[src/sv/small_isa_processor_step_assert.svh]
// ----------------------------------------------------------------------------
// Assertion macros for the small ISA processor step block
// Concurrent checks used by small_isa_processor_step.sv.
// ----------------------------------------------------------------------------
`ifndef SMALL_ISA_PROCESSOR_STEP_ASSERT_SVH
`define SMALL_ISA_PROCESSOR_STEP_ASSERT_SVH

// The consequent must hold in the same cycle as the antecedent.
`define SIPS_ASSERT_NOW(lbl, ck, rs, ante, cons, msg) \
  lbl: assert property (@(posedge ck) disable iff (rs) (ante) |-> (cons)) \
    else $error(msg);

// The consequent must hold in the cycle after the antecedent.
`define SIPS_ASSERT_NEXT(lbl, ck, rs, ante, cons, msg) \
  lbl: assert property (@(posedge ck) disable iff (rs) (ante) |=> (cons)) \
    else $error(msg);

`endif

[src/sv/sips_pkg.sv]
// ----------------------------------------------------------------------------
// sips_pkg
// Types, codes and constants of the small ISA processor step block.
// ----------------------------------------------------------------------------
`timescale 1ns / 1ps
`default_nettype none

package sips_pkg;

  localparam int WORD_W     = 32;
  localparam int REG_IDX_W  = 3;
  localparam int NUM_REGS   = 8;
  localparam int ADDR_IN_W  = 16;
  localparam int OFF_W      = 16;
  localparam int OPC_W      = 3;
  localparam int OPC_LSB    = 22;
  localparam int RA_LSB     = 19;
  localparam int RB_LSB     = 16;
  localparam int RSV_LSB    = 25;
  localparam int MOD_DIGITS = 4;

  typedef enum logic [1:0] {
    CMD_LOAD     = 2'd0,
    CMD_EXEC     = 2'd1,
    CMD_READ_REG = 2'd2,
    CMD_READ_MEM = 2'd3
  } cmd_t;

  typedef enum logic [OPC_W-1:0] {
    OP_ADD  = 3'd0,
    OP_NOR  = 3'd1,
    OP_LW   = 3'd2,
    OP_SW   = 3'd3,
    OP_BEQ  = 3'd4,
    OP_JALR = 3'd5,
    OP_HALT = 3'd6,
    OP_NOOP = 3'd7
  } isa_op_t;

  typedef enum logic [2:0] {
    ST_IDLE,
    ST_FETCH,
    ST_REG_A,
    ST_REG_B,
    ST_ADDR,
    ST_LOAD_WAIT,
    ST_RD_WAIT
  } state_t;

  typedef struct packed {
    logic [1:0]               operation;
    logic [ADDR_IN_W-1:0]     mem_address;
    logic [REG_IDX_W-1:0]     reg_index;
    logic signed [WORD_W-1:0] write_data;
  } request_t;

  typedef struct packed {
    logic signed [WORD_W-1:0] read_data;
    logic [ADDR_IN_W-1:0]     program_counter_out;
    logic                     halted;
    logic [WORD_W-1:0]        executed_count;
  } result_t;

  typedef struct packed {
    logic                 we;
    logic [REG_IDX_W-1:0] addr;
    logic [WORD_W-1:0]    wdata;
  } rf_cmd_t;

  // Words with any reserved bit set behave as a noop.
  function automatic isa_op_t decode_op(input logic [WORD_W-1:0] ins);
    isa_op_t op;
    if (|ins[WORD_W-1:RSV_LSB]) begin
      op = OP_NOOP;
    end else begin
      op = isa_op_t'(ins[OPC_LSB +: OPC_W]);
    end
    return op;
  endfunction

  function automatic logic [WORD_W-1:0] sext_off(input logic [OFF_W-1:0] v);
    return {{(WORD_W-OFF_W){v[OFF_W-1]}}, v};
  endfunction

endpackage

`default_nettype wire

[src/sv/sips_ram.sv]
// ----------------------------------------------------------------------------
// sips_ram
// Generic single-port synchronous RAM with a registered read.
// ----------------------------------------------------------------------------
`timescale 1ns / 1ps
`default_nettype none

module sips_ram #(
  parameter int WIDTH = 32,
  parameter int DEPTH = 8
) (
  input  wire logic                     clk,
  input  wire logic                     we,
  input  wire logic [$clog2(DEPTH)-1:0] addr,
  input  wire logic [WIDTH-1:0]         wdata,
  output logic      [WIDTH-1:0]         rdata
);

  logic [WIDTH-1:0] mem [DEPTH];

  always_ff @(posedge clk) begin
    if (we) begin
      mem[addr] <= wdata;
    end
    rdata <= mem[addr];
  end

endmodule

`default_nettype wire

[src/sv/sips_regfile.sv]
// ----------------------------------------------------------------------------
// sips_regfile
// Register file on a synchronous RAM; per-entry valid bits give reset zeros.
// ----------------------------------------------------------------------------
`timescale 1ns / 1ps
`default_nettype none

module sips_regfile (
  input  wire logic                        clk,
  input  wire logic                        rst,
  input  wire sips_pkg::rf_cmd_t           cmd,
  output logic [sips_pkg::WORD_W-1:0]      rdata
);

  logic [sips_pkg::NUM_REGS-1:0]  valid;
  logic [sips_pkg::REG_IDX_W-1:0] addr_q;
  logic [sips_pkg::WORD_W-1:0]    ram_q;

  sips_ram #(
    .WIDTH (sips_pkg::WORD_W),
    .DEPTH (sips_pkg::NUM_REGS)
  ) u_ram (
    .clk   (clk),
    .we    (cmd.we),
    .addr  (cmd.addr),
    .wdata (cmd.wdata),
    .rdata (ram_q)
  );

  always_ff @(posedge clk) begin
    if (rst) begin
      valid <= '0;
    end else if (cmd.we) begin
      valid[cmd.addr] <= 1'b1;
    end
  end

  always_ff @(posedge clk) begin
    addr_q <= cmd.addr;
  end

  // A register never written since reset reads as zero.
  assign rdata = valid[addr_q] ? ram_q : '0;

endmodule

`default_nettype wire

[config.mk]
export PLATFORM = sky130hd
export DESIGN_NAME = sips_regfile
export DESIGN_NICKNAME = d
export VERILOG_FILES = /design/src/sv/small_isa_processor_step_assert.svh /design/src/sv/sips_pkg.sv /design/src/sv/sips_ram.sv /design/src/sv/sips_regfile.sv
export SDC_FILE = /design/constraint.sdc
export NUM_CORES = 1
export LEC_CHECK = 0
export ABC_CLOCK_PERIOD_IN_PS = 5000
export BUFFER_PORTS_ARGS = -buffer_cell sky130_fd_sc_hd__buf_2
export CORE_UTILIZATION = 60
export CTS_CLUSTER_SIZE = 10
export DETAILED_ROUTE_END_ITERATION = 12
export PLACE_DENSITY = 0.79
export SETUP_SLACK_MARGIN = 0.3
export SYNTH_ARGS = -nofsm -noshare
export SYNTH_HDL_FRONTEND = slang
export SYNTH_SLANG_ARGS = --single-unit
[constraint.sdc]
create_clock -name clk -period 5 [get_ports clk]
set_input_delay 1 -clock clk [delete_from_list [all_inputs] [get_ports clk]]
set_output_delay 1 -clock clk [all_outputs]
set_load 0.01 [all_outputs]
After elaboration in Yosys (flattened, before gate mapping)
Memories as Yosys holds them, arrays and structs flattened. A register that Yosys moved wholly into a read port is not among the register bits.
Cells that the tools add are included.
Word-level totals
  output and inout bits: 32
  RAM bits: 256
  input bits: 38
  register bits: 11
  logic and storage cells: 15
  memories: 1
Memory list
  u_ram.mem: words 8, bits a word 32, rd ports 1, clocked after memory_dff 1, write ports 1, line sips_ram.sv:19  | logic [WIDTH-1:0] mem [DEPTH];
Operators by class
  muxes and demuxes: 7
  bitwise gates (word level): 1
  reduce and logical (&&, ||, !) cells: 1
  order comparisons: 3
Operator list (number)
  32-bit two-way mux: 1
  3-bit by 4-bit < comparator with 1-bit output, second input constant: 2
  8-bit bitwise OR: 1
  1-bit two-way mux: 4
  1-bit binary-select mux with 3-bit select: 1
  1-bit demux with 3-bit select: 1
  3-bit by 1-bit greater-or-equal comparator with 1-bit output, second input constant: 1
  1-bit logical AND: 1

Depth between registers and ports, before layout
  depth in word-level cells: 5
  gate-level depth with buffers: 7
  depth with buffers taken out: 4

Cells and area by module
From an unflattened synthesis, not the netlist that was laid out.
Unflattened totals
  cell total of the unflattened synthesis: 565
  area, all modules: 11457.2 µm²
Modules (own cells, without submodules)
  sips_ram: seq. area each 8328.0 µm², area an instance 10500.1 µm², cells an instance 453, instances 1
  sips_regfile: seq. area each 220.2 µm², area an instance 957.2 µm², cells an instance 112, instances 1

Least setup slack after synthesis
OpenSTA, ideal clock, no wires.
  kind: input -> register
  start point: input cmd[33] (netlist bit)
  end point: memory u_ram.mem[0][0], enable pin
  library setup time: 464 ps
  cell stages on the path: 4
  data required time: 4536 ps
  path slack: 729 ps
  data arrival time: 3807 ps
  path buffers: 3
  cells stage by stage: clkbuf_1 -> buf_2 -> buf_2 -> nor3_1
RTL lines
  from (decl): line sips_regfile.sv:11  | input wire sips_pkg::rf_cmd_t cmd,
  to (decl): line sips_ram.sv:19
Straight into the memory's write port.

Final worst setup path
  start point: register addr_q[0] (netlist bit)
  end point: output rdata[7] (netlist bit)
On the way
  cells in the longest elaborated chain, start to end: 3
Ends and longest elaborated chain
  from (decl): line sips_regfile.sv:16  | logic [sips_pkg::REG_IDX_W-1:0] addr_q;
  from (signal assigned): line sips_regfile.sv:39  | addr_q <= cmd.addr;
  1-bit binary-select mux with 3-bit select: line sips_regfile.sv:43  | assign rdata = valid[addr_q] ? ram_q : '0;
  1-bit two-way mux (implied by the code): line sips_regfile.sv:43
  32-bit two-way mux: line sips_regfile.sv:43
  to (decl): line sips_regfile.sv:12  | output logic [sips_pkg::WORD_W-1:0] rdata
Every way passes these cells. The select of a mux whose other input is x is not followed.

==> reports/metrics.cfg <==
[timing]
finClkSkew_ns=0.00855
finalSetupViolations=0
finalHoldViolCount=0
setup_ws_ns=1.30
hold-worst-slack_ns=0.491
slew_headroom_pct=16.5
slew_violations=0
max_clock_freq_mhz=271
tightest_slew_ns=1.25
rsz0062_at_grt=false
layout_worst_path_cycle_share_pct=73.9
setup-tns-final_ns=0
layout_min_cycle_time_ns=3.70

[clock_network]
cts_resized=0
cts_tree=yes
cts_buffers=35
htree_num_levels=2
ctsHoldBuffers=0
post_cts_buffers=0
clk_pin_slew_ns=0.05
cts_root_buffer=clkbuf_16
cts_buffer_depth=3
clock_sinks=299
clkLatencyLatePin_ns=0.50

[floorplanning]
die_x_um=138
fp.coreArea_um2=18000
fp-row-count=49
start_util_pct=61.6
die_h_um=138
io_pins=70
die_area_um2=19000

[power]
power_switching_share_pct=20.2
peakVddDrop_mv=0.245
power.leakage_nw=4.45
power_frac_comb_pct=5.6
clkPwrFrac_pct=41.7
power_switching_mw=1.09
p_seq_share_pct=52.6
power.total_mw=5.39
powerDensity_nw_per_um2=424
p_int_mw=4.30

[cells_and_area]
multiInputGateArea_um2=2380
layout_common_cells=edfxtp_1 (256), buf_2 (67), dfxtp_1 (43)
layout.nets=722
fillerInstances=1097
synthToLayoutAreaGrowth_pct=14.6
seq_area_um2=8550
layout_commonest_cell=edfxtp_1
final_layout_size_suffix_gt1_share_pct=27.1

[global_routing]
grt_pass1_wl_um=32800
grt_antenna_before_repair=1
grt_pass1_vias=5941
grt-ovfl-total=0
grt_max_degree=58
grt.total_usage_pct=22.6

[synthesis]
ys_seq_area_share_pct=77.0
synth-seq-cells=299
synth_top_cell_by_area=edfxtp_1
ys_warn_count=0
netlist.area_leader.share_pct=69.3
avgSynthCellArea_um2=18.3
syn_inst=606
synth.area.top_cells=edfxtp_1 (69%), dfxtp_1 (7.8%), mux4_2 (5.3%), mux2i_1 (3.6%), mux2_2 (1.6%)
mappedNetlistArea_um2=11100
synth_nets=644
synth_cell_types=36

[drt]
vias=5729
dr.pass1.iters=6
postRouteAntennaNets=0
drtIter0Drc=495
via_per_inst=6.11
drc=0
wl_um=20900
wl_per_cell_um=22.3

[placement]
gp_congestion=0.712
dpl.hpwl_um=11300
portBuffers=69
dp_slack_ns=1.65

[outcome]
run_status=completed

[critical_path]
crit_type=flip-flop to output pin
critPathRequiredTime_ns=4.00
worst_setup_path_end_kind=output pin
crit_path_start_kind=flip-flop
critPathMaxFanout=19
critPathArrivalTime_ns=2.70

[job]
maxCapViolations=0

[hold_path]
hold_path.class=flip-flop to flip-flop

-- flip-flops by register name (all words and copies together) (netlist names) --
| name | flops |
|---|---|
| u_ram.rdata | 32 |
| u_ram.mem | 256 |
| valid | 8 |
| addr_q | 3 |
-- Yosys cell counts (all sizes together) --
library cell	number
edfxtp	256
dfxtp	43
mux2i	40
and2	33
buf	26
mux4	26
nor2	25
a21oi	19
inv	17
mux2	16
a211o	14
a22oi	14
o211ai	14
o32a	14
clkbuf	11
o21ai	6
nand2	5
a31oi	4
nand2b	4
a22o	3
o32ai	3
nor3	2
nor3b	2
a2111oi	1
a211oi	1
and2b	1
and3	1
nand3	1
nand3b	1
nor4	1
o21ba	1
o311ai	1
-- per-stage QoR --
stage | area [um2] | cells | utilization [%]
after floorplan | 11100 | 606 | -
after global placement | 11700 | 876 | 64.9
after detailed placement | 11700 | 876 | 64.9
after CTS | 12700 | 937 | 70.6
after global routing | 12700 | 937 | 70.6
final | 12700 | 938 | 70.6
-- cell families after synthesis --
logic type,after synthesis,share of synthesized area (%)
flops,299,77.0
compound gates,95,6.40
mux,82,10.5
simple gates,76,4.00
buf+inv,54,2.07
-- area by class of cell --
class / instances / area share [%]
multi-input combinational: 253 / 18.7
timing repair buffer: 78 / 3.29
inverter: 17 / 0.502
sequential: 299 / 67.2
clock buffer: 61 / 7.99
antenna: 1 / 0.0197
tap: 229 / 2.25
-- routing by layer --
layer  GRT usage [%]  vias up  wire, um
met3            4.40       53      1210
met4            7.75        0       536
met1            30.5     2899      8760
li1                -     2552         -
met2            37.2      225     10400
met5               0        -         0
-- worst max-delay path: stages (launching register included) --
cell and delay (ns):
dfxtp_1 0.42, mux2i_1 0.11, and3_4 0.19, nor4_4 0.76, buf_4 0.40, and2_2 0.19
buf_2 0.12
-- worst paths after layout --
path | from | end | slack, ns | cells past startpoint
worst min register to register | valid[2] | valid[2] | 0.49 | 2
worst max-delay path | addr_q[0] | rdata[7] | 1.30 | 6
worst max register to register | u_ram.mem[7][5] | u_ram.rdata[5] | 3.74 | 2
worst min-delay path | valid[2] | valid[2] | 0.49 | 2
-- power groups by stage --
stage	Clock (mW)	Combinational (mW)	Sequential, mW
6_report	2.25	0.304	2.84
5_1_grt	2.38	0.330	2.85
4_1_cts	2.28	0.307	2.84
3_5_place_dp	0	0.303	2.89
3_3_place_gp	0	0.293	2.89
2_1_floorplan	0	0.192	2.88
Power figures use the tool's default switching activity.
