**src/sv/small_isa_processor_step_assert.svh**
```systemverilog
// ----------------------------------------------------------------------------
// Assertion macros for the small ISA processor step block
// Concurrent checks used by small_isa_processor_step.sv.
// ----------------------------------------------------------------------------
`ifndef SMALL_ISA_PROCESSOR_STEP_ASSERT_SVH
`define SMALL_ISA_PROCESSOR_STEP_ASSERT_SVH

// The consequent must hold in the same cycle as the antecedent.
`define SIPS_ASSERT_NOW(lbl, ck, rs, ante, cons, msg) \
  lbl: assert property (@(posedge ck) disable iff (rs) (ante) |-> (cons)) \
    else $error(msg);

// The consequent must hold in the cycle after the antecedent.
`define SIPS_ASSERT_NEXT(lbl, ck, rs, ante, cons, msg) \
  lbl: assert property (@(posedge ck) disable iff (rs) (ante) |=> (cons)) \
    else $error(msg);

`endif

```
**src/sv/sips_pkg.sv**
```systemverilog
// ----------------------------------------------------------------------------
// sips_pkg
// Types, codes and constants of the small ISA processor step block.
// ----------------------------------------------------------------------------
`timescale 1ns / 1ps
`default_nettype none

package sips_pkg;

  localparam int WORD_W     = 32;
  localparam int REG_IDX_W  = 3;
  localparam int NUM_REGS   = 8;
  localparam int ADDR_IN_W  = 16;
  localparam int OFF_W      = 16;
  localparam int OPC_W      = 3;
  localparam int OPC_LSB    = 22;
  localparam int RA_LSB     = 19;
  localparam int RB_LSB     = 16;
  localparam int RSV_LSB    = 25;
  localparam int MOD_DIGITS = 4;

  typedef enum logic [1:0] {
    CMD_LOAD     = 2'd0,
    CMD_EXEC     = 2'd1,
    CMD_READ_REG = 2'd2,
    CMD_READ_MEM = 2'd3
  } cmd_t;

  typedef enum logic [OPC_W-1:0] {
    OP_ADD  = 3'd0,
    OP_NOR  = 3'd1,
    OP_LW   = 3'd2,
    OP_SW   = 3'd3,
    OP_BEQ  = 3'd4,
    OP_JALR = 3'd5,
    OP_HALT = 3'd6,
    OP_NOOP = 3'd7
  } isa_op_t;

  typedef enum logic [2:0] {
    ST_IDLE,
    ST_FETCH,
    ST_REG_A,
    ST_REG_B,
    ST_ADDR,
    ST_LOAD_WAIT,
    ST_RD_WAIT
  } state_t;

  typedef struct packed {
    logic [1:0]               operation;
    logic [ADDR_IN_W-1:0]     mem_address;
    logic [REG_IDX_W-1:0]     reg_index;
    logic signed [WORD_W-1:0] write_data;
  } request_t;

  typedef struct packed {
    logic signed [WORD_W-1:0] read_data;
    logic [ADDR_IN_W-1:0]     program_counter_out;
    logic                     halted;
    logic [WORD_W-1:0]        executed_count;
  } result_t;

  typedef struct packed {
    logic                 we;
    logic [REG_IDX_W-1:0] addr;
    logic [WORD_W-1:0]    wdata;
  } rf_cmd_t;

  // Words with any reserved bit set behave as a noop.
  function automatic isa_op_t decode_op(input logic [WORD_W-1:0] ins);
    isa_op_t op;
    if (|ins[WORD_W-1:RSV_LSB]) begin
      op = OP_NOOP;
    end else begin
      op = isa_op_t'(ins[OPC_LSB +: OPC_W]);
    end
    return op;
  endfunction

  function automatic logic [WORD_W-1:0] sext_off(input logic [OFF_W-1:0] v);
    return {{(WORD_W-OFF_W){v[OFF_W-1]}}, v};
  endfunction

endpackage

`default_nettype wire

```
**src/sv/sips_addr_mod.sv**
```systemverilog
// ----------------------------------------------------------------------------
// sips_addr_mod
// Reduces a 32-bit value modulo the memory size, MOD_DIGITS bits per cycle.
// ----------------------------------------------------------------------------
`timescale 1ns / 1ps
`default_nettype none

module sips_addr_mod #(
  parameter int MEM_WORDS = 65536
) (
  input  wire logic                             clk,
  input  wire logic                             rst,
  input  wire logic                             start,
  input  wire logic [sips_pkg::WORD_W-1:0]      value,
  output logic                                  done,
  output logic      [$clog2(MEM_WORDS)-1:0]     result
);

  localparam int AW    = $clog2(MEM_WORDS);
  localparam int STEPS = sips_pkg::WORD_W / sips_pkg::MOD_DIGITS;
  localparam int CW    = $clog2(STEPS);
  localparam logic [CW-1:0] LAST = CW'(STEPS - 1);
  localparam logic [AW:0] MOD_W = (AW+1)'(MEM_WORDS);
  // A power-of-two size is a plain mask and finishes in the cycle after start.
  localparam bit IS_POW2 = ((MEM_WORDS & (MEM_WORDS - 1)) == 0);

  logic                        active;
  logic [CW-1:0]               cnt;
  logic [sips_pkg::WORD_W-1:0] shreg;
  logic [AW-1:0]               rem;
  logic [AW-1:0]               rem_step;

  // Restoring remainder over a few bits: the partial remainder stays below
  // the modulus, so one compare and subtract per bit is enough.
  always_comb begin
    logic [AW:0]   t;
    logic [AW-1:0] r;
    r = rem;
    for (int i = 0; i < sips_pkg::MOD_DIGITS; i++) begin
      t = {r, shreg[sips_pkg::WORD_W-1-i]};
      if (t >= MOD_W) begin
        t = t - MOD_W;
      end
      r = t[AW-1:0];
    end
    rem_step = r;
  end

  always_ff @(posedge clk) begin
    if (rst) begin
      active <= 1'b0;
      done   <= 1'b0;
      cnt    <= '0;
    end else begin
      done <= 1'b0;
      if (start) begin
        active <= !IS_POW2;
        done   <= IS_POW2;
        cnt    <= '0;
      end else if (active) begin
        cnt <= cnt + 1'b1;
        if (cnt == LAST) begin
          active <= 1'b0;
          done   <= 1'b1;
        end
      end
    end
  end

  always_ff @(posedge clk) begin
    if (start) begin
      shreg <= value;
      rem   <= IS_POW2 ? value[AW-1:0] : '0;
    end else if (active) begin
      shreg <= shreg << sips_pkg::MOD_DIGITS;
      rem   <= rem_step;
    end
  end

  assign result = rem;

endmodule

`default_nettype wire

```
**config.mk**
```make
export PLATFORM = sky130hd
export DESIGN_NAME = sips_addr_mod
export DESIGN_NICKNAME = d
export VERILOG_FILES = /design/src/sv/small_isa_processor_step_assert.svh /design/src/sv/sips_pkg.sv /design/src/sv/sips_addr_mod.sv
export SDC_FILE = /design/constraint.sdc
export NUM_CORES = 1
export LEC_CHECK = 0
export BUFFER_PORTS_ARGS = -buffer_cell sky130_fd_sc_hd__clkbuf_2
export CAP_MARGIN = 25
export CORE_MARGIN = 1.5
export CORE_UTILIZATION = 48
export DETAILED_ROUTE_END_ITERATION = 6
export GPL_TIMING_DRIVEN = 0
export PLACE_DENSITY = 0.75
export SYNTH_ARGS = -nofsm -noshare
export SYNTH_HDL_FRONTEND = slang
export SYNTH_SLANG_ARGS = --single-unit
```
**constraint.sdc**
```tcl
create_clock -name clk -period 1.7 [get_ports clk]
set_clock_uncertainty 0.15 [all_clocks]
set_input_delay 0.51 -clock clk [delete_from_list [all_inputs] [get_ports clk]]
set_output_delay 0.51 -clock clk [all_outputs]
set_load 0.01 [all_outputs]
```
Word level (Yosys, flattened, before mapping):

Cells that the tools add are included.
W data, S select, Z words.

* $add $sub $neg: 5
* $lt $le $gt $ge: 4
* equal/unequal tests: 1
* muxes and demuxes: 12
* bitwise logic cells: 1
* reductions and logical operators: 3

Operators by type and width (number)
* $mux W16: 6
* $ge A17 B17 Y1 const B: 4
* $mux W32: 2
* $sub A16 B1 Y16 const B: 4
* $mux W1: 4
* $add A3 B1 Y3 const B: 1
* $eq A3 B3 Y1 const B: 1
* $reduce_or A3 Y1: 1
* $reduce_bool A2 Y1: 1
* $reduce_or A2 Y1: 1
* $not A1 Y1: 1

* register bits after elaboration: 53
* bits of input ports: 35
* word-level logic and storage cells: 31

Depth between registers and ports, before layout:

* word-level depth: 10
* mapped depth: 4
* gate-level depth less buffers: 4

Worst setup path before layout:

OpenSTA, ideal clock, no wires.

* kind: input-to-reg
* start point: input start
* end point: register rem[0] (netlist: result[0]) (enable)
* setup time: 0.384 ns
* arrival: 1.306 ns
* required time: 1.166 ns
* setup slack: -0.141 ns
* stages: 2
* buffers on the path: 1
* path through: buf_4 or2_2

* cells in the longest elaborated chain, start to end: 1

RTL lines
* from (decl): RTL line sips_addr_mod.sv:13 `input wire logic start,`
* $reduce_bool A2 Y1 (no line)
* to (signal assigned): RTL line sips_addr_mod.sv:73 `rem <= IS_POW2 ? value[AW-1:0] : '0;`
* to (signal assigned): RTL line sips_addr_mod.sv:76 `rem <= rem_step;`
* to (decl): RTL line sips_addr_mod.sv:30 `logic [AW-1:0] rem;`

No other way between the ends.
A chain may end at the register's enable or synchronous reset.

Worst setup path after layout:

* start point: register rem[5] (netlist: result[5])
* end point: output result[5]

RTL lines
* to (decl): RTL line sips_addr_mod.sv:16 `output logic [$clog2(MEM_WORDS)-1:0] result`

No word-level cell between the ends.

==> flow_summary.yaml <==
drt:
  antenna_left: 0
  vias_per_cell: 4.89
  drc_errors: 0
  num_vias: 1363
  wire_per_inst_um: 13.7
  drt_iter0_drc: 79
  wl_um: 3820
  detail_route.first_pass.iterations: 4
logic_synthesis:
  yosysSeqAreaShare: 0.671
  syn_inst: 169
  yosys_warnings: 0
  yosys-top-cells-area: "edfxtp_1 63%, mux2_2 9.8%, buf_4 4.9%"
  yosys.cell_types.count: 19
  ys.flop_type: "edfxtp_1"
  synth_nets: 206
  synth.most_common_cell: "edfxtp_1"
  synth_area_um2: 2300
  synth_area_per_cell_um2: 13.6
  synth_edf_count: 48
  synthArstFlopShare: 0
  synth_top_area_share: 0.628
  ys_ff_latch: 53
  yosysTopAreaCell: "edfxtp_1"
  ys_top_cells_by_count: "48 x edfxtp_1, 24 x inv_1, 21 x o21ai_0"
die:
  initial_core_util: 0.513
  die_h_um: 72.2
  ios: 52
  die_w_um: 72.2
  coreArea_um2: 4470
  core.rowCount: 24
  dieArea_um2: 5210
sta:
  clock.fmax_mhz: 606
  period_share: 0.970
  period_minus_slack_ns: 1.65
  slew_violations: 0
  tightest_slew_ns: 0.658
  setup_viol: 0
  hold_viol_final: 0
  rsz0062_at_grt: "no"
  slew-limit-headroom: 0.562
worst_setup_path:
  critPathKind: "flip-flop to output pin"
  cp-start-kind: "flip-flop"
  crit_fanout: 2
  cp.arrival_ns: 0.99
  cp.required_ns: 1.04
  cp-end-kind: "output pin"
clock_network:
  clock-sinks: 53
  cts.clk_slew.worst_paths_ns: 0.10
  hold_buffers: 0
  cts_setup_buffers: 0
  post_cts_resized: 0
  cts_root_buf: "clkbuf_8"
  h-tree-depth: 2
  cts_buffer_depth: 2
  cts_tree: "built"
  cts_made_buffers: 5
  insertion_delay_ns: 0.30
global_routing:
  grt_overflow_total: 0
  grt_pass1_vias: 1334
  grt_pass1_wl_um: 6130
  grt_max_degree: 49
  antenna_found_initial: 0
  grt_use_total: 0.160
pwr:
  power_switching_mw: 0.550
  p_clk_frac: 0.271
  swShare: 0.221
  power_frac_comb: 0.106
  pwr-share-seq: 0.623
  p_per_area_nw_per_um2: 924
  ir_drop_uv: 518
  power.leakage_nw: 1.17
  p_int_mw: 1.94
final_layout:
  area_growth_syn_to_layout_pct: 17.4
  num_antenna_cells: 0
  fin_cells: 279
  stdcell_area_um2: 2700
  nFillCells: 362
  nets: 263
  layout-drive-gt1-share: 0.432
job:
  maxCapViolCount: 0
placement:
  dpl.hpwl_um: 2580
  dp_cells: 271
  place_congestion: 0.749
  portBuffers: 50
  place_area_um2: 2610
min_path:
  min_path_type: "input port to flip-flop"
outcome:
  status: "completed"
routing by layer:
| metal | share of wire | GRT usage |
|---|---|---|
| met4 | 0.014 | 0.0692 |
| met2 | 0.46 | 0.246 |
| met3 | 0.068 | 0.0444 |
| met1 | 0.45 | 0.215 |
| met5 | 0 | 0 |
registers in the layout (all words and copies together), names as in the netlist:
name    flops
result     16
active      1
shreg      32
cnt         3
done        1
placed cells by master, fill, tap and decap left out, types with 2 or more instances in the layout:
cell type  Yosys  layout
inv_1         24      24
buf_4         15      15
dfxtp_1        5       5
buf_6          2       2
edfxtp_1      48      48
nand2_1       12      12
mux2i_1        2       2
clkbuf_2       0      50
mux2_2        20      20
clkinv_1       0       2
and2_1         4       4
nor3_1         3       3
clkbuf_8       0       5
ha_1           2       2
buf_2          3       3
o21ai_1        3       3
o21ai_0       21      21
power groups by stage:
stage                     registers (mW)  clock network [mW]  logic, mW
final                               1.55               0.674      0.265
after global routing                1.56               0.726      0.297
after CTS                           1.55               0.690      0.271
after detailed placement            1.58                   0      0.268
after global placement              1.58                   0      0.263
after floorplan                     1.58                   0      0.165
metrics by stage:
stage / util / TNS (ns) / hold WS (ns) / setup slack (ns) / power [mW]
after floorplan: - / 0 / 0.347 / 0.0947 / 1.74
after global placement: 0.584 / -4.90 / 0.370 / -0.104 / 1.84
after detailed placement: 0.584 / -5.17 / 0.375 / -0.109 / 1.85
after CTS: 0.602 / 0 / 0.286 / 0.0477 / 2.51
after global routing: 0.602 / 0 / 0.296 / 0.0238 / 2.58
final: 0.602 / 0 / 0.294 / 0.0503 / 2.49
worst paths after layout:
kind / from / to / slack [ns] / cells after the start
setup / recovery: result[5]$_DFFE_PP_ / result[5] / 0.05 / 2
hold / removal: rst / active$_SDFF_PP0_ / 0.29 / 2
setup reg to reg: active$_SDFF_PP0_ / shreg[1]$_SDFFCE_PN0P_ / 0.11 / 2
hold reg to reg: cnt[0]$_SDFFE_PP0P_ / cnt[0]$_SDFFE_PP0P_ / 0.39 / 2
cells by family (layout without fill, tap and decap cells):
logic type	Yosys count	after routing	synth area share
AOI/OAI and AO/OA	25	25	0.0545
xor gates and xnor gates	1	1	0.00382
adders and majority gates	2	2	0.0109
buffers and inverters	44	102	0.105
DFF	53	53	0.671
muxes	22	22	0.107
and+or+nand+nor	22	22	0.0479
worst max-delay path, cell delays in order (launching register included):
cell      delay, ns
edfxtp_1       0.42
buf_4          0.15
clkbuf_2       0.11
area by class of cell:
cell class	count	area [um^2]	share of cell area
clock buffer	5	68.8	0.0255
timing repair buffer	50	250	0.0929
multi-input combinational	72	517	0.192
tap	52	65.1	0.0241
buffer	20	150	0.0557
inverter	24	90.1	0.0334
sequential	53	1540	0.572
clock inverter	3	12.5	0.00464
No activity file was read; power rests on OpenSTA's default activity.
