$ cat src/sv/small_isa_processor_step_assert.svh
// ----------------------------------------------------------------------------
// Assertion macros for the small ISA processor step block
// Concurrent checks used by small_isa_processor_step.sv.
// ----------------------------------------------------------------------------
`ifndef SMALL_ISA_PROCESSOR_STEP_ASSERT_SVH
`define SMALL_ISA_PROCESSOR_STEP_ASSERT_SVH

// The consequent must hold in the same cycle as the antecedent.
`define SIPS_ASSERT_NOW(lbl, ck, rs, ante, cons, msg) \
  lbl: assert property (@(posedge ck) disable iff (rs) (ante) |-> (cons)) \
    else $error(msg);

// The consequent must hold in the cycle after the antecedent.
`define SIPS_ASSERT_NEXT(lbl, ck, rs, ante, cons, msg) \
  lbl: assert property (@(posedge ck) disable iff (rs) (ante) |=> (cons)) \
    else $error(msg);

`endif

$ cat src/sv/sips_ram.sv
// ----------------------------------------------------------------------------
// sips_ram
// Generic single-port synchronous RAM with a registered read.
// ----------------------------------------------------------------------------
`timescale 1ns / 1ps
`default_nettype none

module sips_ram #(
  parameter int WIDTH = 32,
  parameter int DEPTH = 8
) (
  input  wire logic                     clk,
  input  wire logic                     we,
  input  wire logic [$clog2(DEPTH)-1:0] addr,
  input  wire logic [WIDTH-1:0]         wdata,
  output logic      [WIDTH-1:0]         rdata
);

  logic [WIDTH-1:0] mem [DEPTH];

  always_ff @(posedge clk) begin
    if (we) begin
      mem[addr] <= wdata;
    end
    rdata <= mem[addr];
  end

endmodule

`default_nettype wire

$ cat config.mk
export PLATFORM = sky130hd
export DESIGN_NAME = sips_ram
export DESIGN_NICKNAME = d
export VERILOG_FILES = /design/src/sv/small_isa_processor_step_assert.svh /design/src/sv/sips_ram.sv
export SDC_FILE = /design/constraint.sdc
export NUM_CORES = 1
export LEC_CHECK = 0
export BUFFER_PORTS_ARGS = -buffer_cell sky130_fd_sc_hd__buf_4
export CAP_MARGIN = 5
export CORE_MARGIN = 1.5
export CORE_UTILIZATION = 64
export DETAILED_ROUTE_END_ITERATION = 10
export MAX_ROUTING_LAYER = met4
export PLACE_DENSITY = 0.84
export SYNTH_ARGS = -nofsm -noshare
export SYNTH_HDL_FRONTEND = slang
export SYNTH_SLANG_ARGS = --single-unit
$ cat constraint.sdc
create_clock -name clk -period 6.3 [get_ports clk]
set_clock_uncertainty 0.2 [all_clocks]
set_input_delay 0.315 -clock clk [delete_from_list [all_inputs] [get_ports clk]]
set_output_delay 0.315 -clock clk [all_outputs]
set_load 0.01 [all_outputs]
# == Word-level counts from Yosys, hierarchy flattened ==
# Memory sizes are Yosys's and may differ from the RTL's. A register that Yosys moved wholly into a read port is not among the register bits.
# Index checks and enable logic that the tools add are counted.
# op_classes
muxes,2
reduce_logical,0
n_addsub,0
n_shift,0
n_lt_le_gt_ge,0
n_mul,0
n_eq_ne,0
n_bitwise,0
div_mod_pow,0
# op_table
op,count
$mux 1,2
# totals
out_inout_bits,32
latchBits,0
word_cells,3
input_bits,37
regBits,0
n_memories,1
rom_bits,0
mem_bits_rw,256
# memory_table
memory,words,width,rd,rd_ports_with_merged_regs,wr,line,rtl
mem,8,32,1,1,1,sips_ram.sv:19,logic [WIDTH-1:0] mem [DEPTH];

# == Logic depth before layout (Yosys ltp) ==
# Gate-level depths: netlist (run 1).
# logic_depth
ltp_word,2
ltp_mapped,7
ltp_nobuf,4

# == Worst setup path after synthesis (run 1) ==
# OpenSTA, ideal clock, no wires.
# synth_timing
path_type,in2reg
startpoint,input port addr[2]
endpoint,memory mem[4][0] (enable)
path_stages,5
setup_ns,0.461
path_buffers,3
setup_slack_ns,2.404
t_required_ns,5.639
arrival_ns,3.235
cell_sequence,buf_2 > buf_2 > buf_2 > nand2_1 > nor3_1
# synth_rtl
item,line,rtl
"start, declared",sips_ram.sv:14,"input wire logic [$clog2(DEPTH)-1:0] addr,"
"end, declared",sips_ram.sv:19,
# Straight into the memory's write port.

# == Worst setup path in the final report (run 1) ==
# layout_timing
startpoint,input port addr[2]
endpoint,memory mem[4][8] (enable)
# Straight into the memory's write port.

==> flow_summary.json, run 1 <==
{
  "cts_resized": 0,
  "timing.rr.start": "mem[4][25]",
  "viasPerCell": 6.09,
  "synth_nets": 490,
  "routabilityCongestion": 0.746,
  "dp_cells": 720,
  "cellPowerDensity_nw_per_um2": 331,
  "clkTransAtPathRegs_ps": 60,
  "slew_violations": 0,
  "cts_buffers": 28,
  "antenna_found_initial": 0,
  "synth_cells": 453,
  "diodes": 0,
  "dr.pass1.iters": 5,
  "initial_utilization_pct": 65.9,
  "min_from": "addr[1]",
  "cp_common_cell": "buf_4",
  "vdd_drop_max_mv": 0.279,
  "max_freq_mhz": 399,
  "ys_seq_area_share_pct": 79.3,
  "crit_start": "addr[2]",
  "slowest_stage": "nor3_2",
  "worstPathArrival_ps": 2520,
  "cts_max_path_buffers": 3,
  "finalSetupTns_ps": 0,
  "cp_cell_sequence": "buf_4 -> nand2_1 -> nor3_2 -> buf_4",
  "worst_slack_ps": 3800,
  "dp_slack_ps": 3250,
  "drt-total-wl_mm": 19.1,
  "fp.dieArea_sq_um": 17200,
  "finalNonFillerCells": 804,
  "start_kind": "input pin",
  "post_cts_buffers": 0,
  "required_ps": 6310,
  "syn2layout_area_growth_pct": 19.4,
  "hold_violations": 0,
  "multi_input_area_sq_um": 2090,
  "fin_crit_sh_pct": 39.7,
  "grt-ovfl-total": 0,
  "cts_tree": "built",
  "drt-initial-drc-count": 415,
  "place_hpwl_mm": 9.42,
  "fin_nets": 603,
  "fillerInstances": 764,
  "die_h_um": 131,
  "end_kind": "register",
  "synth.distinct_cells": 24,
  "synth_warnings": 0,
  "die-width_um": 131,
  "drc": 0,
  "rrSetupSlack_ps": 4670,
  "wire_per_inst_um": 23.8,
  "cts_htree_levels": 1,
  "ys_ff_latch": 288,
  "critical_path.max_fanout": 66,
  "worstHoldPathType": "in2reg",
  "cts_sinks": 288,
  "grtUsageTotal_pct": 23.7,
  "num_vias": 4895,
  "grt_pass1_vias": 5082,
  "drv_cap": 0,
  "regArea_sq_um": 8330,
  "status": "finished clean",
  "hold_ws_ps": 234,
  "tightest_slew_ps": 1220,
  "io_pins": 69,
  "clk_latency_ps": 530,
  "leakage_nw": 4.34,
  "rsz0062_at_grt": "false",
  "drive_gt1_share_pct": 28.7,
  "setup_viol": 0,
  "grt_pass1_wl_mm": 28.7,
  "final_cell_mix": "edfxtp_1, buf_4, mux4_1, dlygate4sd3_1, dfxtp_1",
  "fp.coreArea_sq_um": 15900,
  "final_common_cell": "edfxtp_1",
  "numPortBuffers": 68,
  "postRouteAntennaNets": 0,
  "timing.slew.headroom_pct": 18.8,
  "post-route-min-period_ps": 2500,
  "slowest_delay_ps": 740,
  "path_class": "in2reg",
  "rows": 46,
  "cts_root_buffer": "clkbuf_16",
  "syn_avg_cell_area_sq_um": 23.2,
  "fin_util_pct": 78.6,
  "grt_max_degree": 67,
  "netlist_area_sq_um": 10500
}
synthesized netlist by cell type, drive strengths merged:
cell type / instances / area, sq um
a221oi: 2 / 17.5
o21ai: 6 / 30.0
nand2b: 2 / 12.5
a22oi: 5 / 37.5
dfxtp: 32 / 641
o22ai: 6 / 37.5
mux2i: 15 / 150
mux4: 50 / 1280
nor2: 9 / 33.8
and2: 1 / 6.26
inv: 1 / 3.75
nor3: 3 / 15.0
buf: 17 / 120
nand2: 4 / 15.0
nor2b: 2 / 12.5
edfxtp: 256 / 7690
a21oi: 6 / 30.0
clkbuf: 4 / 15.0
a211oi: 1 / 7.51
mux2: 30 / 338
a311o: 1 / 10.0
critical path, delay by kind of cell:
kind                   cells  cell delay [ps]
buffers and inverters      2             1010
AND/OR/NAND/NOR            2             1160
registers in the layout, indices dropped and copies added (netlist names):
signal,flops
rdata,32
mem,256
cell families after synthesis:
kind of cell	share of synthesized area [%]
AND/OR/NAND/NOR	0.906
buffers and inverters	1.32
flip-flops	79.3
AO/OA/AOI/OAI	1.62
multiplexers	16.8
stage by stage:
| step | cell area (sq um) | power [mW] |
|---|---|---|
| after global placement | 11200 | 2.43 |
| after CTS | 12500 | 4.17 |
| final | 12500 | 4.15 |
| after floorplan | 10500 | 2.33 |
| after detailed placement | 11200 | 2.44 |
| after global routing | 12500 | 4.27 |
path summary, 6_finish.rpt:
kind,to,cells past startpoint
min reg2reg,rdata[8],2
max,mem[4][8],4
max reg2reg,rdata[25],2
min,rdata[13],2
routing by layer:
| metal | wire (um) | global-route usage (%) | part of all wire, % |
|---|---|---|---|
| met3 | 1070 | 3.86 | 5.6 |
| met4 | 480 | 8.14 | 2.5 |
| met1 | 7660 | 30.5 | 40 |
| met5 | 0 | - | 0 |
| met2 | 9920 | 39.1 | 52 |
cell type report:
type / count / share of cell area, %
Multi-Input combinational cell: 143 / 16.7
Timing Repair Buffer: 104 / 6.87
Inverter: 1 / 0.0299
Clock buffer: 34 / 6.26
Clock inverter: 18 / 1.59
Tap cell: 216 / 2.16
Sequential cell: 288 / 66.4
power by group:
| group | switching [mW] | internal (mW) |
|---|---|---|
| Combinational | 0.121 | 0.119 |
| Sequential | 0.0202 | 2.16 |
| Clock | 0.685 | 1.05 |
| Total | 0.826 | 3.33 |
timing repair:
| item | 4_1_cts | 5_1_grt |
|---|---|---|
| hold buffers | 32 | 0 |
| endpoints found under the hold margin | 256 | 0 |
| endpoints found under the setup margin | 0 | 0 |
Note: power is estimated with default switching activity, not from simulation.
==> inputs of run 2 (changes only) <==
--- a/config.mk
+++ b/config.mk
@@ -8,10 +8,10 @@
 export BUFFER_PORTS_ARGS = -buffer_cell sky130_fd_sc_hd__buf_4
 export CAP_MARGIN = 5
 export CORE_MARGIN = 1.5
-export CORE_UTILIZATION = 64
+export CORE_UTILIZATION = 54
 export DETAILED_ROUTE_END_ITERATION = 10
 export MAX_ROUTING_LAYER = met4
-export PLACE_DENSITY = 0.84
+export PLACE_DENSITY = 0.75
 export SYNTH_ARGS = -nofsm -noshare
 export SYNTH_HDL_FRONTEND = slang
 export SYNTH_SLANG_ARGS = --single-unit
==> constraint.sdc (replaced) <==
create_clock -name clk -period 2.25 [get_ports clk]
set_clock_uncertainty 0.2 [all_clocks]
set_input_delay 0.1125 -clock clk [delete_from_list [all_inputs] [get_ports clk]]
set_output_delay 0.1125 -clock clk [all_outputs]
set_load 0.01 [all_outputs]
==> run 2 against run 1 <==
  * Non-clock buffer count is 25 higher
  * Clock power grew to 2.6 times the previous value
  * Power grew to 2.7 times the previous value
  * First-iteration DRC count is 4.8% lower
  * Register-to-register slack worse by 4500 ps
  * Critical path type is now reg2reg
==> flow_summary.json, run 2 (synthesized netlist as in run 1, its figures left out) <==
{
  "wire_per_inst_um": 22.8,
  "drt-initial-drc-count": 395,
  "place_hpwl_mm": 11.2,
  "fillerInstances": 1177,
  "cellPowerDensity_nw_per_um2": 882,
  "worst_slack_ps": 215,
  "required_ps": 2460,
  "tightest_slew_ps": 482,
  "die_h_um": 142,
  "cts_max_path_buffers": 3,
  "timing.slew.headroom_pct": 67.7,
  "regMostFlops": "mem",
  "final_cell_mix": "edfxtp_1, buf_4, mux4_1, dlygate4sd3_1, dfxtp_1",
  "path_class": "reg2reg",
  "io_pins": 69,
  "vdd_drop_max_mv": 0.556,
  "numPortBuffers": 68,
  "fp.dieArea_sq_um": 20300,
  "grt_pass1_wl_mm": 29.7,
  "diodes": 0,
  "routabilityCongestion": 0.752,
  "cts_htree_levels": 1,
  "drv_cap": 0,
  "status": "finished clean",
  "cts_resized": 0,
  "antenna_found_initial": 0,
  "syn2layout_area_growth_pct": 21.7,
  "reg2reg_depth": 3,
  "dr.pass1.iters": 5,
  "end_kind": "register",
  "grt-ovfl-total": 0,
  "fin_util_pct": 67.6,
  "max_freq_mhz": 491,
  "cts_sinks": 288,
  "grt_max_degree": 29,
  "fin_nets": 627,
  "setup_viol": 0,
  "cts_root_buffer": "clkbuf_16",
  "final_common_cell": "edfxtp_1",
  "drc": 0,
  "largest_register_ffs": 256,
  "worstHoldPathType": "in2reg",
  "critical_path.max_fanout": 1,
  "leakage_nw": 4.45,
  "grtUsageTotal_pct": 20.7,
  "rsz0062_at_grt": "false",
  "clkTransAtPathRegs_ps": 60,
  "cts_tree": "built",
  "hold_violations": 0,
  "cts_buffers": 27,
  "worstPathArrival_ps": 2240,
  "rows": 50,
  "drt-total-wl_mm": 19.8,
  "viasPerCell": 5.66,
  "slew_violations": 0,
  "die-width_um": 142,
  "multi_input_area_sq_um": 2100,
  "grt_pass1_vias": 5126,
  "dp_cells": 785,
  "postRouteAntennaNets": 0,
  "num_vias": 4928,
  "regArea_sq_um": 8330,
  "reg.largest.list": "mem x256, rdata x32",
  "post-route-min-period_ps": 2030,
  "dp_slack_ps": 391,
  "fin_crit_sh_pct": 90.4,
  "clk_latency_ps": 530,
  "whs_path_depth": 3,
  "initial_utilization_pct": 55.6,
  "drive_gt1_share_pct": 30.1,
  "start_kind": "register",
  "fp.coreArea_sq_um": 18900,
  "finalNonFillerCells": 871
}
## run 2: cell types whose count changed in the layout (fill, tap and decap cells not counted), moves of 3 or more
cell | previous run | this run
buf_12 | 0 | 6
buf_4 | 72 | 87
clkbuf_1 | 1 | 4
dlygate4sd3_1 | 32 | 36
## run 2: report_power, final
part	switching, mW	internal [mW]
sequential	0.0612	6.04
clock	1.85	2.61
combinational	0.343	0.364
## run 2: area by class of cell
type | instances | share of cell area [%]
clock inverter | 17 | 1.29
tap | 260 | 2.55
timing repair buffer | 129 | 8.87
inverter | 1 | 0.0294
clock buffer | 33 | 5.62
multi-input combinational | 143 | 16.5
sequential | 288 | 65.2
## run 2: metal layers
layer	global-route usage (%)	vias up	wire length, um
met5	-	-	0
met1	26.3	2525	8090
met3	3.43	43	1200
met4	6.24	0	444
met2	34.8	175	10100
li1	-	2185	-
## run 2: worst paths after layout
path | from | end | slack (ps)
setup / recovery | mem[0][0] | rdata[0] | 220
hold / removal | we | mem[4][5] | 10
setup reg to reg | mem[0][0] | rdata[0] | 220
hold reg to reg | mem[4][8] | rdata[8] | 270
## run 2: critical path: stages, from the launching register on
cell           delay (ps)
edfxtp_1              370
mux4_1                510
mux2_2                280
dlygate4sd3_1         560
## run 2: through the flow
step	hold WS [ps]	TNS (ps)	cell area, sq um	power, mW
floorplan	11.4	-29930	10500	6.54
global placement	138	0	11500	6.83
detailed placement	148	0	11500	6.87
CTS	4.56	0	12800	11.4
global route	13.6	0	12800	11.6
finish	13.4	0	12800	11.3
## run 2: repair_timing
item,CTS,global route
hold buffers,36,0
setup buffers,0,0
endpoints found under the hold margin,272,0
setup endpoints to repair,0,0
==> inputs of run 3 (changes only) <==
--- a/config.mk
+++ b/config.mk
@@ -8,10 +8,10 @@
 export BUFFER_PORTS_ARGS = -buffer_cell sky130_fd_sc_hd__buf_4
 export CAP_MARGIN = 5
 export CORE_MARGIN = 1.5
-export CORE_UTILIZATION = 54
+export CORE_UTILIZATION = 60
 export DETAILED_ROUTE_END_ITERATION = 10
 export MAX_ROUTING_LAYER = met4
-export PLACE_DENSITY = 0.75
+export PLACE_DENSITY = 0.79
 export SYNTH_ARGS = -nofsm -noshare
 export SYNTH_HDL_FRONTEND = slang
 export SYNTH_SLANG_ARGS = --single-unit
==> constraint.sdc (replaced) <==
create_clock -name clk -period 1.9 [get_ports clk]
set_clock_uncertainty 0.2 [all_clocks]
set_input_delay 0.095 -clock clk [delete_from_list [all_inputs] [get_ports clk]]
set_output_delay 0.095 -clock clk [all_outputs]
set_load 0.01 [all_outputs]
==> run 3 against run 2 <==
  * Sequential power up 18%
  * Sequential share of layout area down 0.88 points
  * Clock power up 26%
  * Non-clock buffer count up 2
  * Via count up 0.55%
  * Power up 22%
  * Largest power group unchanged
  * Cell count down 3.3%
==> flow_summary.json, run 3 (synthesized netlist as in run 1, its figures left out) <==
{
  "post_cts_buffers": 0,
  "switchingPower_mw": 2.76,
  "slowest_stage": "mux4_1",
  "grt_pass1_wl_mm": 29.4,
  "drc": 0,
  "drive_gt1_share_pct": 31.3,
  "routabilityCongestion": 0.742,
  "pwr-share-comb_pct": 6.2,
  "postRouteAntennaNets": 0,
  "required_ps": 2120,
  "initial_utilization_pct": 61.1,
  "dr.pass1.iters": 5,
  "fp.coreArea_sq_um": 17200,
  "antenna_found_initial": 0,
  "vdd_drop_max_mv": 0.873,
  "critical_path.max_fanout": 22,
  "wire_per_inst_um": 23.1,
  "rows": 48,
  "critPathTopFamily": "buffers and inverters",
  "cts_sinks": 288,
  "slew_violations": 0,
  "placement.cell_area_sq_um": 11600,
  "drt-total-wl_mm": 19.4,
  "place_hpwl_mm": 10.7,
  "path_class": "in2reg",
  "worstPathArrival_ps": 2010,
  "syn2layout_area_growth_pct": 23.4,
  "io_pins": 69,
  "drt-initial-drc-count": 305,
  "grt_max_degree": 34,
  "cts_htree_levels": 1,
  "viasPerCell": 5.88,
  "cts_buffers": 29,
  "end_kind": "register",
  "grtUsageTotal_pct": 22.7,
  "fp.dieArea_sq_um": 18300,
  "fin_crit_sh_pct": 94.4,
  "fillerInstances": 934,
  "clk_latency_ps": 540,
  "cts_root_buffer": "clkbuf_16",
  "status": "finished clean",
  "diodes": 0,
  "reg.largest.list": "mem x256, rdata x32",
  "final_common_cell": "edfxtp_1",
  "power_mw": 13.7,
  "cp_num_buf_inv": 3,
  "hold_violations": 0,
  "post-route-min-period_ps": 1790,
  "fin_nets": 631,
  "setup_viol": 0,
  "drv_cap": 0,
  "p_sw_share_pct": 20.2,
  "clkTransAtPathRegs_ps": 60,
  "grt-ovfl-total": 0,
  "grt_pass1_vias": 5127,
  "power_frac_clock_pct": 41.0,
  "num_vias": 4955,
  "cts_tree": "built",
  "timing.slew.headroom_pct": 67.9,
  "worstHoldPathType": "in2reg",
  "final_cell_mix": "edfxtp_1, buf_4, mux4_1, dlygate4sd3_1, dfxtp_1",
  "fin_util_pct": 75.4,
  "largest_register_ffs": 256,
  "cts_max_path_buffers": 3,
  "regMostFlops": "mem",
  "rsz0062_at_grt": "false",
  "die-width_um": 135,
  "cellPowerDensity_nw_per_um2": 1060,
  "die_h_um": 135,
  "stdcell_area_sq_um": 13000,
  "numPortBuffers": 68,
  "leakage_nw": 4.53,
  "pwr-share-seq_pct": 52.7,
  "p_int_mw": 10.9,
  "cp_cell_sequence": "dlygate4sd3_1 -> buf_4 -> buf_12 -> mux4_1 -> mux2_2",
  "slowest_delay_ps": 590,
  "start_kind": "input pin",
  "tightest_slew_ps": 480,
  "max_freq_mhz": 557
}
run 3: final timing paths:
| check | endpoint | cells after the start | start | slack, ps |
|---|---|---|---|---|
| hold / removal | mem[0][10] | 2 | wdata[10] | 140 |
| hold reg to reg | rdata[17] | 2 | mem[4][17] | 280 |
| setup reg to reg | rdata[23] | 2 | mem[3][23] | 390 |
| setup / recovery | rdata[3] | 5 | addr[0] | 110 |
run 3: routing by layer:
layer  vias up  track usage [%]  share of wire [%]
li1       2205                -                  -
met1      2578             30.8                 41
met2       154             37.2                 52
met3        18             3.25                5.4
met4         0             5.62                1.3
met5         -                -                  0
run 3: power by group through the flow:
stage | clock network (mW) | logic (mW) | registers (mW)
floorplan | 0 | 0.397 | 7.37
global placement | 0 | 0.764 | 7.34
detailed placement | 0 | 0.794 | 7.36
CTS | 5.71 | 0.863 | 7.23
global route | 5.95 | 0.914 | 7.24
finish | 5.62 | 0.853 | 7.22
run 3: final cells by class:
cell class | instances | area, sq um | area share (%)
multi-input combinational | 143 | 2120 | 16.4
clock inverter | 18 | 184 | 1.42
inverter | 1 | 3.75 | 0.0290
sequential | 288 | 8330 | 64.3
clock buffer | 36 | 782 | 6.04
timing repair buffer | 131 | 1250 | 9.64
tap | 225 | 282 | 2.17
run 3: what timing repair did:
| action | 4_1_cts | 5_1_grt |
|---|---|---|
| setup endpoints to repair | 0 | 0 |
| hold endpoints to repair | 314 | 0 |
| gates resized for setup | 0 | 0 |
| hold buffers | 36 | 0 |
run 3: metrics by stage:
stage	hold WS, ps	setup TNS [ps]	worst slack, ps	cells
final	138	0	106	842
after floorplan	-6.13	-5720	-101	453
after detailed placement	131	0	128	752
after global routing	131	0	31.3	842
after CTS	120	0	98.0	842
after global placement	120	0	203	752
